$ cat src/sv/bba_pkg.sv
// shared types, constants and codes for the buddy allocator
package bba_pkg;

    localparam int LEVELS_DEF      = 8;
    localparam int CHUNK_BYTES_DEF = 128;

    localparam int ADDR_W = 48;
    localparam int REQ_W  = 32;
    localparam int FLAG_W = 3;

    localparam logic [FLAG_W-1:0] F_VALID = 3'b001;
    localparam logic [FLAG_W-1:0] F_SPLIT = 3'b010;
    localparam logic [FLAG_W-1:0] F_ALLOC = 3'b100;

    localparam logic MODE_ALLOC = 1'b0;
    localparam logic MODE_FREE  = 1'b1;

    typedef enum logic [1:0] {
        ST_OK      = 2'd0,
        ST_NOSPACE = 2'd1,
        ST_BADFREE = 2'd2
    } status_t;

    typedef enum logic [4:0] {
        OP_IDLE,
        OP_CLEAR,
        OP_ACCEPT,
        OP_SIZE,
        OP_SCAN_RD,
        OP_SCAN_CK,
        OP_SPLIT_WR,
        OP_LEFT_RD,
        OP_LEFT_WR,
        OP_RIGHT_RD,
        OP_RIGHT_WR,
        OP_ALLOC_WR,
        OP_FREE_OFF,
        OP_FREE_START,
        OP_CLIMB_RD,
        OP_CLIMB_CK,
        OP_MERGE_ME,
        OP_BUD_RD,
        OP_BUD_CK,
        OP_MERGE_UP,
        OP_LOAD_OUT
    } dp_op_t;

    typedef struct packed {
        dp_op_t  op;
        logic    set_status;
        status_t code;
    } dp_cmd_t;

    typedef struct packed {
        logic clr_last;
        logic size_fit;
        logic size_last;
        logic node_free;
        logic idx_last;
        logic lvl_zero;
        logic lvl_at_target;
        logic child_at_target;
        logic range_bad;
        logic rem_nz;
        logic node_valid;
        logic idx_odd;
        logic buddy_busy;
    } dp_stat_t;

endpackage

$ cat src/sv/bba_ram.sv
// generic single write port ram with registered read
module bba_ram #(
    parameter int WIDTH = 8,
    parameter int DEPTH = 256
) (
    input  logic                     aclk,
    input  logic                     we,
    input  logic [$clog2(DEPTH)-1:0] waddr,
    input  logic [WIDTH-1:0]         wdata,
    input  logic                     re,
    input  logic [$clog2(DEPTH)-1:0] raddr,
    output logic [WIDTH-1:0]         rdata
);

    logic [WIDTH-1:0] mem [DEPTH];

    always_ff @(posedge aclk) begin
        if (we) begin
            mem[waddr] <= wdata;
        end
        if (re) begin
            rdata <= mem[raddr];
        end
    end

endmodule

$ cat src/sv/bba_datapath.sv
// node store, level and index registers, offset split and result register
module bba_datapath
    import bba_pkg::*;
#(
    parameter int LEVELS      = LEVELS_DEF,
    parameter int CHUNK_BYTES = CHUNK_BYTES_DEF
) (
    input  logic              aclk,
    input  logic              aresetn,
    input  logic              cfg_wen,
    input  logic [ADDR_W-1:0] cfg_wdata,
    input  logic [79:0]       s_tdata,
    input  dp_cmd_t           cmd,
    output dp_stat_t          stat,
    output logic [47:0]       m_tdata,
    output logic [1:0]        m_tuser
);

    localparam int NODES      = (2 ** LEVELS) - 1;
    localparam int NAW        = LEVELS;
    localparam int IW         = LEVELS - 1;
    localparam int LW         = $clog2(LEVELS);
    localparam int HEAP_BYTES = CHUNK_BYTES * (2 ** (LEVELS - 1));
    localparam int OFFW       = $clog2(HEAP_BYTES);
    localparam int CHUNK_LG   = $clog2(CHUNK_BYTES);

    logic [ADDR_W-1:0]   heap_base_reg;
    logic [REQ_W-1:0]    req_reg;
    logic [ADDR_W-1:0]   addr_reg;
    logic [NAW-1:0]      clr_cnt_reg;
    logic [LW-1:0]       k_reg;
    logic [LW-1:0]       lvl_reg;
    logic [LW-1:0]       target_reg;
    logic [IW-1:0]       idx_reg;
    logic [FLAG_W-1:0]   cur_reg;
    logic [CHUNK_LG-1:0] rem_reg;
    logic [IW-1:0]       q_reg;
    logic [OFFW-1:0]     blk_reg;
    logic                grant_reg;
    status_t             res_status_reg;
    logic [ADDR_W-1:0]   granted_reg;
    status_t             status_reg;

    logic              ram_we;
    logic [NAW-1:0]    ram_waddr;
    logic [FLAG_W-1:0] ram_wdata;
    logic              ram_re;
    logic [NAW-1:0]    ram_raddr;
    logic [FLAG_W-1:0] ram_rdata;

    logic [NAW-1:0]    a_cur;
    logic [NAW-1:0]    a_left;
    logic [NAW-1:0]    a_right;
    logic [NAW-1:0]    a_bud;
    logic [NAW-1:0]    idx_ext;
    logic [NAW-1:0]    lvl_last;
    logic [LW-1:0]     lvl_up;
    logic [REQ_W-1:0]  chunk_sz;
    logic [ADDR_W-1:0] diff;
    logic [IW-1:0]     chunk_idx;
    logic [OFFW-1:0]   blk_off;

    function automatic logic [NAW-1:0] node_addr(input logic [LW-1:0] l,
                                                 input logic [NAW-1:0] i);
        node_addr = (NAW'(1) << l) - NAW'(1) + i;
    endfunction

    assign idx_ext   = NAW'(idx_reg);
    assign lvl_up    = lvl_reg + LW'(1);
    assign a_cur     = node_addr(lvl_reg, idx_ext);
    assign a_left    = node_addr(lvl_up, idx_ext << 1);
    assign a_right   = a_left + NAW'(1);
    assign a_bud     = node_addr(lvl_reg, idx_ext ^ NAW'(1));
    assign lvl_last  = (NAW'(1) << lvl_reg) - NAW'(1);
    assign chunk_sz  = REQ_W'(CHUNK_BYTES) << k_reg;
    assign diff      = addr_reg - heap_base_reg;
    assign chunk_idx = idx_reg << (LW'(LEVELS - 1) - lvl_reg);
    assign blk_off   = OFFW'(OFFW'(chunk_idx) * OFFW'(CHUNK_BYTES));

    always_comb begin
        stat.clr_last        = clr_cnt_reg == NAW'(NODES - 1);
        stat.size_fit        = chunk_sz >= req_reg;
        stat.size_last       = k_reg == LW'(LEVELS - 1);
        stat.node_free       = ((ram_rdata & F_VALID) != '0)
                               && ((ram_rdata & (F_SPLIT | F_ALLOC)) == '0);
        stat.idx_last        = idx_ext == lvl_last;
        stat.lvl_zero        = lvl_reg == '0;
        stat.lvl_at_target   = lvl_reg == target_reg;
        stat.child_at_target = lvl_up == target_reg;
        stat.range_bad       = diff >= ADDR_W'(HEAP_BYTES);
        stat.rem_nz          = rem_reg != '0;
        stat.node_valid      = (ram_rdata & F_VALID) != '0;
        stat.idx_odd         = idx_reg[0];
        stat.buddy_busy      = (ram_rdata & (F_SPLIT | F_ALLOC)) != '0;
    end

    always_comb begin
        ram_we    = 1'b0;
        ram_waddr = a_cur;
        ram_wdata = '0;
        ram_re    = 1'b0;
        ram_raddr = a_cur;
        unique case (cmd.op)
            OP_CLEAR: begin
                ram_we    = 1'b1;
                ram_waddr = clr_cnt_reg;
                ram_wdata = (clr_cnt_reg == '0) ? F_VALID : '0;
            end
            OP_SCAN_RD, OP_CLIMB_RD: begin
                ram_re = 1'b1;
            end
            OP_SPLIT_WR: begin
                ram_we    = 1'b1;
                ram_wdata = cur_reg | F_SPLIT | F_VALID;
            end
            OP_LEFT_RD: begin
                ram_re    = 1'b1;
                ram_raddr = a_left;
            end
            OP_LEFT_WR: begin
                ram_we    = 1'b1;
                ram_waddr = a_left;
                ram_wdata = ram_rdata | F_VALID;
            end
            OP_RIGHT_RD: begin
                ram_re    = 1'b1;
                ram_raddr = a_right;
            end
            OP_RIGHT_WR: begin
                ram_we    = 1'b1;
                ram_waddr = a_right;
                ram_wdata = ram_rdata | F_VALID;
            end
            OP_ALLOC_WR: begin
                ram_we    = 1'b1;
                ram_wdata = cur_reg | F_ALLOC;
            end
            OP_MERGE_ME: begin
                ram_we    = 1'b1;
                ram_wdata = F_VALID;
            end
            OP_BUD_RD: begin
                ram_re    = 1'b1;
                ram_raddr = a_bud;
            end
            OP_BUD_CK: begin
                ram_we    = !stat.buddy_busy;
                ram_waddr = a_bud;
            end
            OP_MERGE_UP: begin
                ram_we = 1'b1;
            end
            default: begin
            end
        endcase
    end

    bba_ram #(
        .WIDTH(FLAG_W),
        .DEPTH(NODES)
    ) u_ram (
        .aclk  (aclk),
        .we    (ram_we),
        .waddr (ram_waddr),
        .wdata (ram_wdata),
        .re    (ram_re),
        .raddr (ram_raddr),
        .rdata (ram_rdata)
    );

    always_ff @(posedge aclk) begin
        if (!aresetn) begin
            heap_base_reg <= '0;
            clr_cnt_reg   <= '0;
        end else begin
            if (cfg_wen) begin
                heap_base_reg <= cfg_wdata;
            end
            if (cmd.op == OP_CLEAR) begin
                clr_cnt_reg <= clr_cnt_reg + NAW'(1);
            end
        end
    end

    always_ff @(posedge aclk) begin
        if (cmd.set_status) begin
            res_status_reg <= cmd.code;
        end
        unique case (cmd.op)
            OP_ACCEPT: begin
                req_reg        <= s_tdata[31:0];
                addr_reg       <= s_tdata[79:32];
                k_reg          <= '0;
                grant_reg      <= 1'b0;
                res_status_reg <= ST_OK;
            end
            OP_SIZE: begin
                if (stat.size_fit) begin
                    target_reg <= LW'(LEVELS - 1) - k_reg;
                    lvl_reg    <= LW'(LEVELS - 1) - k_reg;
                    idx_reg    <= '0;
                end else begin
                    k_reg <= k_reg + LW'(1);
                end
            end
            OP_SCAN_CK: begin
                if (stat.node_free) begin
                    cur_reg <= ram_rdata;
                end else if (stat.idx_last) begin
                    lvl_reg <= lvl_reg - LW'(1);
                    idx_reg <= '0;
                end else begin
                    idx_reg <= idx_reg + IW'(1);
                end
            end
            OP_LEFT_WR: begin
                cur_reg <= ram_rdata | F_VALID;
            end
            OP_RIGHT_WR: begin
                lvl_reg <= lvl_up;
                idx_reg <= idx_reg << 1;
            end
            OP_ALLOC_WR: begin
                blk_reg   <= blk_off;
                grant_reg <= 1'b1;
            end
            OP_FREE_OFF: begin
                rem_reg <= diff[CHUNK_LG-1:0];
                q_reg   <= diff[OFFW-1:CHUNK_LG];
            end
            OP_FREE_START: begin
                lvl_reg <= LW'(LEVELS - 1);
                idx_reg <= q_reg;
            end
            OP_CLIMB_CK: begin
                if (!stat.node_valid) begin
                    lvl_reg <= lvl_reg - LW'(1);
                    idx_reg <= idx_reg >> 1;
                end
            end
            OP_MERGE_UP: begin
                lvl_reg <= lvl_reg - LW'(1);
                idx_reg <= idx_reg >> 1;
            end
            OP_LOAD_OUT: begin
                granted_reg <= grant_reg ? (heap_base_reg + ADDR_W'(blk_reg)) : '0;
                status_reg  <= res_status_reg;
            end
            default: begin
            end
        endcase
    end

    assign m_tdata = granted_reg;
    assign m_tuser = status_reg;

endmodule

$ cat src/sv/bba_ctrl.sv
// sequencer for allocate and free transactions, clearing pass and output handshake
module bba_ctrl
    import bba_pkg::*;
(
    input  logic     aclk,
    input  logic     aresetn,
    input  logic     s_tvalid,
    output logic     s_tready,
    input  logic     s_tuser,
    output logic     m_tvalid,
    input  logic     m_tready,
    output dp_cmd_t  cmd,
    input  dp_stat_t stat
);

    typedef enum logic [4:0] {
        S_CLEAR, S_IDLE, S_SIZE, S_SRD, S_SCK, S_SPW, S_LRD, S_LWR, S_RRD, S_RWR,
        S_AW, S_FOFF, S_FREM, S_CRD, S_CCK, S_MW, S_BRD, S_BCK, S_MZ,
        S_DONE
    } state_t;

    state_t state_reg;
    state_t state_next;
    logic   m_tvalid_reg;
    logic   m_tvalid_next;

    always_comb begin
        state_next     = state_reg;
        cmd.op         = OP_IDLE;
        cmd.set_status = 1'b0;
        cmd.code       = ST_OK;
        unique case (state_reg)
            S_CLEAR: begin
                cmd.op = OP_CLEAR;
                if (stat.clr_last) begin
                    state_next = S_IDLE;
                end
            end
            S_IDLE: begin
                if (s_tvalid) begin
                    cmd.op     = OP_ACCEPT;
                    state_next = (s_tuser == MODE_FREE) ? S_FOFF : S_SIZE;
                end
            end
            S_SIZE: begin
                cmd.op = OP_SIZE;
                priority if (stat.size_fit) begin
                    state_next = S_SRD;
                end else if (stat.size_last) begin
                    cmd.set_status = 1'b1;
                    cmd.code       = ST_NOSPACE;
                    state_next     = S_DONE;
                end else begin
                    state_next = S_SIZE;
                end
            end
            S_SRD: begin
                cmd.op     = OP_SCAN_RD;
                state_next = S_SCK;
            end
            S_SCK: begin
                cmd.op = OP_SCAN_CK;
                priority if (stat.node_free) begin
                    state_next = stat.lvl_at_target ? S_AW : S_SPW;
                end else if (stat.idx_last && stat.lvl_zero) begin
                    cmd.set_status = 1'b1;
                    cmd.code       = ST_NOSPACE;
                    state_next     = S_DONE;
                end else begin
                    state_next = S_SRD;
                end
            end
            S_SPW: begin
                cmd.op     = OP_SPLIT_WR;
                state_next = S_LRD;
            end
            S_LRD: begin
                cmd.op     = OP_LEFT_RD;
                state_next = S_LWR;
            end
            S_LWR: begin
                cmd.op     = OP_LEFT_WR;
                state_next = S_RRD;
            end
            S_RRD: begin
                cmd.op     = OP_RIGHT_RD;
                state_next = S_RWR;
            end
            S_RWR: begin
                cmd.op     = OP_RIGHT_WR;
                state_next = stat.child_at_target ? S_AW : S_SPW;
            end
            S_AW: begin
                cmd.op     = OP_ALLOC_WR;
                state_next = S_DONE;
            end
            S_FOFF: begin
                cmd.op = OP_FREE_OFF;
                if (stat.range_bad) begin
                    cmd.set_status = 1'b1;
                    cmd.code       = ST_BADFREE;
                    state_next     = S_DONE;
                end else begin
                    state_next = S_FREM;
                end
            end
            S_FREM: begin
                cmd.op = OP_FREE_START;
                if (stat.rem_nz) begin
                    cmd.set_status = 1'b1;
                    cmd.code       = ST_BADFREE;
                    state_next     = S_DONE;
                end else begin
                    state_next = S_CRD;
                end
            end
            S_CRD: begin
                cmd.op     = OP_CLIMB_RD;
                state_next = S_CCK;
            end
            S_CCK: begin
                cmd.op = OP_CLIMB_CK;
                priority if (stat.node_valid) begin
                    state_next = S_MW;
                end else if (stat.lvl_zero || stat.idx_odd) begin
                    cmd.set_status = 1'b1;
                    cmd.code       = ST_BADFREE;
                    state_next     = S_DONE;
                end else begin
                    state_next = S_CRD;
                end
            end
            S_MW: begin
                cmd.op     = OP_MERGE_ME;
                state_next = stat.lvl_zero ? S_DONE : S_BRD;
            end
            S_BRD: begin
                cmd.op     = OP_BUD_RD;
                state_next = S_BCK;
            end
            S_BCK: begin
                cmd.op     = OP_BUD_CK;
                state_next = stat.buddy_busy ? S_DONE : S_MZ;
            end
            S_MZ: begin
                cmd.op     = OP_MERGE_UP;
                state_next = S_MW;
            end
            S_DONE: begin
                if (!m_tvalid_reg || m_tready) begin
                    cmd.op     = OP_LOAD_OUT;
                    state_next = S_IDLE;
                end
            end
            default: begin
                state_next = S_IDLE;
            end
        endcase
    end

    always_comb begin
        m_tvalid_next = m_tvalid_reg;
        if (cmd.op == OP_LOAD_OUT) begin
            m_tvalid_next = 1'b1;
        end else if (m_tready) begin
            m_tvalid_next = 1'b0;
        end
    end

    always_ff @(posedge aclk) begin
        if (!aresetn) begin
            state_reg    <= S_CLEAR;
            m_tvalid_reg <= 1'b0;
        end else begin
            state_reg    <= state_next;
            m_tvalid_reg <= m_tvalid_next;
        end
    end

    assign s_tready = state_reg == S_IDLE;
    assign m_tvalid = m_tvalid_reg;

endmodule

$ cat src/sv/buddy_allocator_tree.sv
// top level of the binary buddy allocator
//
//  channel  dir  handshake           payload
//  s_       in   s_tvalid/s_tready   tdata: request_bytes, block_address  tuser: mode
//  m_       out  m_tvalid/m_tready   tdata: granted_address               tuser: status
//  cfg_     in   cfg_wen             cfg_wdata: heap_base
//
// after reset a clearing pass writes all 2^LEVELS-1 nodes, one per cycle, s_tready low
// allocate: accept, size steps, read and check per node scanned, split and child writes
// per split level, allocation write; free: accept, offset, alignment, read and check per
// level climbed, merge, buddy read and check, merge up; one in flight at a time
// a waiting result sits in the output register, the next transaction is taken meanwhile
module buddy_allocator_tree
    import bba_pkg::*;
#(
    parameter int LEVELS      = LEVELS_DEF,
    parameter int CHUNK_BYTES = CHUNK_BYTES_DEF
) (
    input  logic              aclk,
    input  logic              aresetn,
    input  logic              cfg_wen,
    input  logic [ADDR_W-1:0] cfg_wdata,
    input  logic              s_tvalid,
    output logic              s_tready,
    input  logic [79:0]       s_tdata,   // request_bytes [31:0], block_address [79:32]
    input  logic              s_tuser,   // mode
    output logic              m_tvalid,
    input  logic              m_tready,
    output logic [47:0]       m_tdata,   // granted_address [47:0]
    output logic [1:0]        m_tuser    // status [1:0]
);

    dp_cmd_t  cmd;
    dp_stat_t stat;

    bba_ctrl u_ctrl (
        .aclk     (aclk),
        .aresetn  (aresetn),
        .s_tvalid (s_tvalid),
        .s_tready (s_tready),
        .s_tuser  (s_tuser),
        .m_tvalid (m_tvalid),
        .m_tready (m_tready),
        .cmd      (cmd),
        .stat     (stat)
    );

    bba_datapath #(
        .LEVELS      (LEVELS),
        .CHUNK_BYTES (CHUNK_BYTES)
    ) u_dp (
        .aclk      (aclk),
        .aresetn   (aresetn),
        .cfg_wen   (cfg_wen),
        .cfg_wdata (cfg_wdata),
        .s_tdata   (s_tdata),
        .cmd       (cmd),
        .stat      (stat),
        .m_tdata   (m_tdata),
        .m_tuser   (m_tuser)
    );

endmodule

$ cat config.mk
export PLATFORM = sky130hd
export DESIGN_NAME = buddy_allocator_tree
export DESIGN_NICKNAME = d
export VERILOG_FILES = /design/src/sv/bba_pkg.sv /design/src/sv/bba_ram.sv /design/src/sv/bba_datapath.sv /design/src/sv/bba_ctrl.sv /design/src/sv/buddy_allocator_tree.sv
export SDC_FILE = /design/constraint.sdc
export NUM_CORES = 2
export LEC_CHECK = 0
export BUFFER_PORTS_ARGS = -buffer_cell sky130_fd_sc_hd__buf_2
export CAP_MARGIN = 0
export CORE_ASPECT_RATIO = 0.6
export CORE_MARGIN = 2
export CORE_UTILIZATION = 45
export CTS_BUF_LIST = sky130_fd_sc_hd__clkbuf_8
export DETAILED_ROUTE_END_ITERATION = 16
export PLACE_DENSITY = 0.62
export SYNTH_ARGS = -nofsm -noshare
export SYNTH_HDL_FRONTEND = slang
export SYNTH_SLANG_ARGS = --single-unit
$ cat constraint.sdc
create_clock -name aclk -period 18.5 [get_ports aclk]
set_input_delay 1.85 -clock aclk [delete_from_list [all_inputs] [get_ports aclk]]
set_output_delay 1.85 -clock aclk [all_outputs]
set_load 0.005 [all_outputs]
; Yosys cells after proc, flatten, opt, wreduce, memory -nomap -nowiden
; Memories as Yosys holds them, arrays and structs flattened. A register that Yosys moved wholly into a read port is not among the register bits.
; Index checks and enable logic that the tools add are counted.
[op_classes]
addsub = 16
n_lt_le_gt_ge = 2
eq_ne = 53
shifts = 4
muxes = 54
bitwise = 1
reduce_logical = 26
[op_table]
columns = op, count
row1 = case mux 5 bit (20 select lines), 2
row2 = "equality test 5 x 4 -> 1 bit, second input constant", 16
row3 = two-way mux 5 bit, 12
row4 = adder 48 x 14 -> 48 bit, 1
row5 = ">= comparator 48 x 15 -> 1 bit, second input constant", 1
row6 = subtractor 48 bit, 1
row7 = "equality test 5 bit, second input constant", 9
row8 = two-way mux 3 bit, 14
row9 = case mux 7 bit (6 select lines), 1
row10 = "equality test 5 x 3 -> 1 bit, second input constant", 8
row11 = >= comparator 32 bit, 1
row12 = case mux 8 bit (4 select lines), 1
row13 = "left shift 8 x 3 -> 32 bit, first input constant", 1
row14 = case mux 3 bit (5 select lines), 2
row15 = two-way mux 7 bit, 4
row16 = case mux 8 bit (3 select lines), 1
row17 = "equality test 5 x 2 -> 1 bit, second input constant", 4
row18 = case mux 3 bit (6 select lines), 1
row19 = "adder 8 x 1 -> 8 bit, second input constant", 2
row20 = adder 8 x 7 -> 8 bit, 2
row21 = "!= test 2 bit, second input constant", 8
row22 = "left shift 1 x 3 -> 8 bit, first input constant", 2
row23 = "subtractor 8 x 1 -> 8 bit, second input constant", 2
row24 = two-way mux 4 bit, 3
row25 = other kinds (35), 57
[totals]
regBits = 235
mem_bits_rw = 765
in_bits = 134
output_inout_bits = 52
elab_cells = 175
memories = 1
[mem_list]
columns = memory, words, width, rd, rd_clocked_by_memory_dff, write_ports, line
row1 = u_dp.u_ram.mem, 255, 3, 1, 1, 1, bba_ram.sv:15  ; logic [WIDTH-1:0] mem [DEPTH];

; Longest topological paths before layout
[depth]
word_depth = 9
ltp_mapped = 22
ltp_nobuf = 19

; By module
; A second synthesis with hierarchy kept.
[unflattened]
cells_unflattened = 3310
hier_area_um2 = 46692.3
[by_module_without_submodules]
columns = module, n_inst, cells_per_inst, area_per_inst_um2, seq_area_each_um2
row1 = bba_ram, 1, 1648, 31013.5, 23062.1
row2 = bba_datapath, 1, 1542, 14826.7, 6296.0
row3 = bba_ctrl, 1, 120, 852.1, 120.1

; Least setup slack after synthesis
; OpenSTA, ideal clock, no wires.
[synth_path]
path_type = register to register
startpoint = reg u_ctrl.state_reg[0]
endpoint = mem u_dp.u_ram.mem[0][0] (netlist name), data pin
setup_time_ns = 2.179
arrival_time_ns = 11.069
t_required_ns = 16.321
path_slack_ns = 5.252
path_stages_with_launch = 7
path_buffers = 3
period_less_slack_ns = 13.248
cell_sequence = dfxtp_1 > buf_2 > clkbuf_1 > clkbuf_1 > o21a_1 > a21oi_1 > o21ai_0
[synth_via]
elab_chain_len = 5
word_cells_on_any_way = 29
classes_between = 25 x eq/ne / 2 x mux / 2 x reduce/logical
[synth_rtl]
columns = element, line
row1 = "start, declared", bba_ctrl.sv:22  ; state_t state_reg;
row2 = "start signal, assigned", bba_ctrl.sv:175  ; state_reg <= state_next;
row3 = equality test 5 bit (tied with other cells), bba_ctrl.sv:32  ; unique case (state_reg)
row4 = case mux 5 bit (20 select lines) *, bba_ctrl.sv:32
row5 = equality test 5 x 4 -> 1 bit, bba_datapath.sv:103  ; unique case (cmd.op)
row6 = OR reduction 2 bit (no line), n/a
row7 = case mux 3 bit (5 select lines) *, bba_datapath.sv:103
row8 = via u_dp.ram_wdata[0], bba_datapath.sv:46  ; logic [FLAG_W-1:0] ram_wdata;
row9 = "end, declared", bba_ram.sv:15
; Mark *: on every way through the listed nets, which the timed path passes. The rest lies on a longest branch.

; Worst setup path after layout
[layout_path]
startpoint = reg u_dp.lvl_reg[0]
endpoint = reg u_dp.u_ram.rdata[0], read port of u_dp.u_ram.mem, data pin
[layout_via]
elab_chain_len = 6
word_cells_on_any_way = 10
classes_between = 7 x add/sub / 2 x shift / 1 x mux
[layout_rtl]
columns = element, line
row1 = "start, declared", bba_datapath.sv:32  ; logic [LW-1:0] lvl_reg;
row2 = "start signal, assigned", bba_datapath.sv:200  ; lvl_reg <= LW'(LEVELS - 1) - k_reg;
row3 = "start signal, assigned", bba_datapath.sv:210  ; lvl_reg <= lvl_reg - LW'(1);
row4 = "start signal, assigned", bba_datapath.sv:220  ; lvl_reg <= lvl_up;
row5 = adder 3 x 1 -> 3 bit, bba_datapath.sv:69  ; assign lvl_up = lvl_reg + LW'(1);
row6 = left shift 1 x 3 -> 8 bit, bba_datapath.sv:65  ; node_addr = (NAW'(1) << l) - NAW'(1) + i;
row7 = subtractor 8 x 1 -> 8 bit, bba_datapath.sv:65
row8 = adder 8 bit, bba_datapath.sv:65
row9 = adder 8 x 1 -> 8 bit, bba_datapath.sv:72  ; assign a_right = a_left + NAW'(1);
row10 = case mux 8 bit (3 select lines) *, bba_datapath.sv:103
row11 = "end, declared", bba_ram.sv:12  ; output logic [WIDTH-1:0] rdata
; Every way passes the cells marked *; elsewhere a longest branch is shown, timed or not.
; A chain may end at the register's enable or synchronous reset.

==> qor.csv <==
metric,value,unit
outcome,finished clean,
Core Rows,92,
number of port buffers,185,
slack of the critical path,11080,ps
Worst EP required,19240,ps
highest fanout seen on the critical path,154,
"leading cell type in the layout, fill and taps excluded",sky130_fd_sc_hd__edfxtp_1,
nature of the critical path startpoint,flip-flop,
syn nets,4440,
clock transition at the registers of the reported paths,80,ps
number of flip-flops under the largest register name,765,
via count normalized by instance count,6.033,
final number of max-transition violations,0,
transition time of the tightest slew-check pin,1394,ps
width of the chip,423.2,um
cell type of the slowest stage on the worst timing path,sky130_fd_sc_hd__buf_4,
GRT Max-Usage Layer,met1,
Resized Gates After CTS,0,
peak per-stage delay on the critical path,860,ps
pre-CTS WS,11380,ps
Syn Inst Count,4199,
detailed router's first-iteration violation count,5680,
global-route congestion overflow total,0,
number of synthesized flops with an enable pin,939,
area of the die,108200,sq um
worst clock skew,58.57,ps
Final TNS setup,0,ps
category of the critical setup timing path,reg2reg,
via count,35160,
RSZ-0062 raised after global routing,false,
Post-Synthesis Mean Instance Area,11.30,sq um
synthesized cell area,47460,sq um
overall global routing resource usage,0.2650,
post-synth cell types,87,
minimum clock period,7425,ps
sequential share of the synthesized area,0.6212,
clock network latency to the later pin of the worst-skew pair,900,ps
share of flip-flops with an asynchronous set or reset,0,
total of flip-flops plus latches after synthesis,1003,
number of global-route vias before repair,32670,
top-level I/O count,186,
max_cap viols,0,
clock tree from TritonCTS,yes,
Die H,255.5,um
buffer cell driving the clock tree root,sky130_fd_sc_hd__clkbuf_8,
startpoint of the lowest-slack hold path,u_dp.res_status_reg[0],
Reg-to-Reg Start,u_dp.lvl_reg[0],
number of stages on the worst hold path,0,
max-slew headroom at the worst pin,0.04666,
"buffers from clock root to sink, at most",3,
kind of end point of the critical path,flip-flop,
endpoint of the worst-slack reg-to-reg timing path,u_dp.u_ram.rdata[0],
final cycle utilization of the critical path,0.4013,
Max Fclk,0.1347,GHz
met1 usage in global routing,0.4346,
Leakage Power,18.64,nW
overall routed net length,145900,um
first-pass detailed-route iteration total,6,
data arrival time at the worst-slack endpoint,8170,ps
top register by number of flip-flops,u_dp.u_ram.mem,
register-to-register setup slack,11080,ps
Final nets,4543,
CTS H-tree lvls,4,
number of antenna-violating nets in the routed design,0,
buffers inserted by post-CTS timing repair,0,
met3 Use GR,0.09501,
Post-CTS Hold Buffers,0,
global routing usage on met2,0.3180,
min-delay worst type,reg2reg,
antenna violations before repair,5,
core region area,104800,sq um
number of design rule violations left after detail routing,0,
DP Wirelength,93190,um
final standard cell utilization of the core,0.4968,
initial core utilization,0.4530,
global-route wire length before repair,215800,um
cell chain of the critical path,inv_1 > ha_1 > nand2_1 > ha_1 > a21oi_1 > a31oi_4 > nand2_4 > buf_12 > buf_4 > a211oi_2 > a311oi_1 > a311oi_1 > nor4_1 > or4_1 > o41ai_1 > o2bb2ai_1,
Final Hold Vio Count,0,
total clock buffers created by CTS,147,
setup violators final,0,
worst hold path endpoint,u_dp.m_tuser[0],
"Area growth, synth to finish",9.663,%
path depth of the worst reg2reg path,16,
sink count of the clock tree,1003,
WL per Instance,25.03,um
post-route worst hold slack,462.7,ps
Post-synth top flop,sky130_fd_sc_hd__edfxtp_1,
number of warnings reported in the yosys synthesis log,0,
Power per Cell Area,84.77,nW/um^2
pin count of the biggest net entering global routing,202,
maximum VDD drop,0.00006802,V
most used cells in the layout excluding fill and tap cells,"sky130_fd_sc_hd__edfxtp_1, sky130_fd_sc_hd__nand2_1, sky130_fd_sc_hd__nor2_1",
share of cells above drive strength 1,0.1074,
weighted congestion at the end of routability-driven global placement,0.9675,
[metal layers]
metal  vias up  share of wire
li1      15720              -
met1     17260           0.48
met2      1969           0.37
met3       196           0.14
met4         8          0.018
met5         -        0.00083
[how the worst max path moves through the flow]
stage | start | to | slack [ps] | cells after the start
2_1_floorplan | u_ctrl.state_reg[0] | u_dp.u_ram.mem[0][0] | 5250 | 6
6_report | u_dp.lvl_reg[0] | u_dp.u_ram.rdata[0] | 11080 | 16
4_1_cts | u_dp.lvl_reg[0] | u_dp.u_ram.rdata[2] | 11350 | 15
5_1_grt | u_dp.lvl_reg[0] | u_dp.u_ram.rdata[0] | 10730 | 15
3_3_place_gp | u_dp.lvl_reg[1] | u_dp.u_ram.rdata[0] | 11580 | 15
3_5_place_dp | u_dp.lvl_reg[1] | u_dp.u_ram.rdata[2] | 11380 | 15
[worst max-delay path: cells and delay by family, from the launching register on]
kind / cells / cell delay, ps
and+or+nand+nor: 4 / 2250
adders and majority gates: 2 / 770
DFF: 1 / 590
buffers and inverters: 3 / 1670
AOI/OAI and AO/OA: 7 / 1690
[cells in the mapped netlist (64+ instances only)]
library cell | n | area (sq um)
sky130_fd_sc_hd__nand3_1 | 229 | 1146
sky130_fd_sc_hd__nor2_1 | 406 | 1524
sky130_fd_sc_hd__a21oi_1 | 127 | 635.6
sky130_fd_sc_hd__ha_1 | 102 | 1276
sky130_fd_sc_hd__a211oi_1 | 74 | 555.5
sky130_fd_sc_hd__xnor2_1 | 71 | 621.9
sky130_fd_sc_hd__o21ai_0 | 94 | 470.5
sky130_fd_sc_hd__nand2_1 | 784 | 2943
sky130_fd_sc_hd__edfxtp_1 | 939 | 28200
sky130_fd_sc_hd__buf_2 | 114 | 570.6
sky130_fd_sc_hd__and3_1 | 116 | 725.7
sky130_fd_sc_hd__inv_1 | 116 | 435.4
sky130_fd_sc_hd__dfxtp_1 | 64 | 1281
sky130_fd_sc_hd__clkbuf_1 | 120 | 450.4
sky130_fd_sc_hd__a311oi_1 | 131 | 1147
[power by group]
group,switching (mW),total [mW],internal [mW]
registers,0.00910,2.50,2.49
clock network,0.912,1.73,0.820
logic,0.126,0.181,0.0552
total,1.05,4.41,3.36
[layout make-up]
cell class,count,area (sq um)
Timing Repair Buffer,233,1324
Antenna cell,3,7.507
Clock buffer,154,2120
Sequential cell,1003,29480
Fill cell,9438,52710
Inverter,118,444.2
Multi-Input combinational cell,2799,16310
Clock inverter,108,598.1
Tap cell,1410,1764
[stage by stage]
stage / std cells / area, sq um / power (mW)
3_3_place_gp: 5563 / 49320 / 2.722
3_5_place_dp: 5563 / 49320 / 2.723
6_report: 5828 / 52040 / 4.412
5_1_grt: 5826 / 52040 / 4.544
2_1_floorplan: 4199 / 47460 / 2.665
4_1_cts: 5825 / 52030 / 4.427
[cells by family (layout without fill, tap and decap cells)]
| group | Yosys count | count (layout) | synth area share |
|---|---|---|---|
| AOI/OAI and AO/OA | 729 | 729 | 0.1103 |
| xor gates and xnor gates | 99 | 99 | 0.01827 |
| adders and majority gates | 107 | 107 | 0.02900 |
| buffers and inverters | 397 | 613 | 0.03775 |
| DFF | 1003 | 1003 | 0.6212 |
| muxes | 65 | 65 | 0.01411 |
| other | 0 | 3 | 0 |
| and+or+nand+nor | 1799 | 1799 | 0.1694 |
Note: power is estimated with default switching activity, not from simulation.
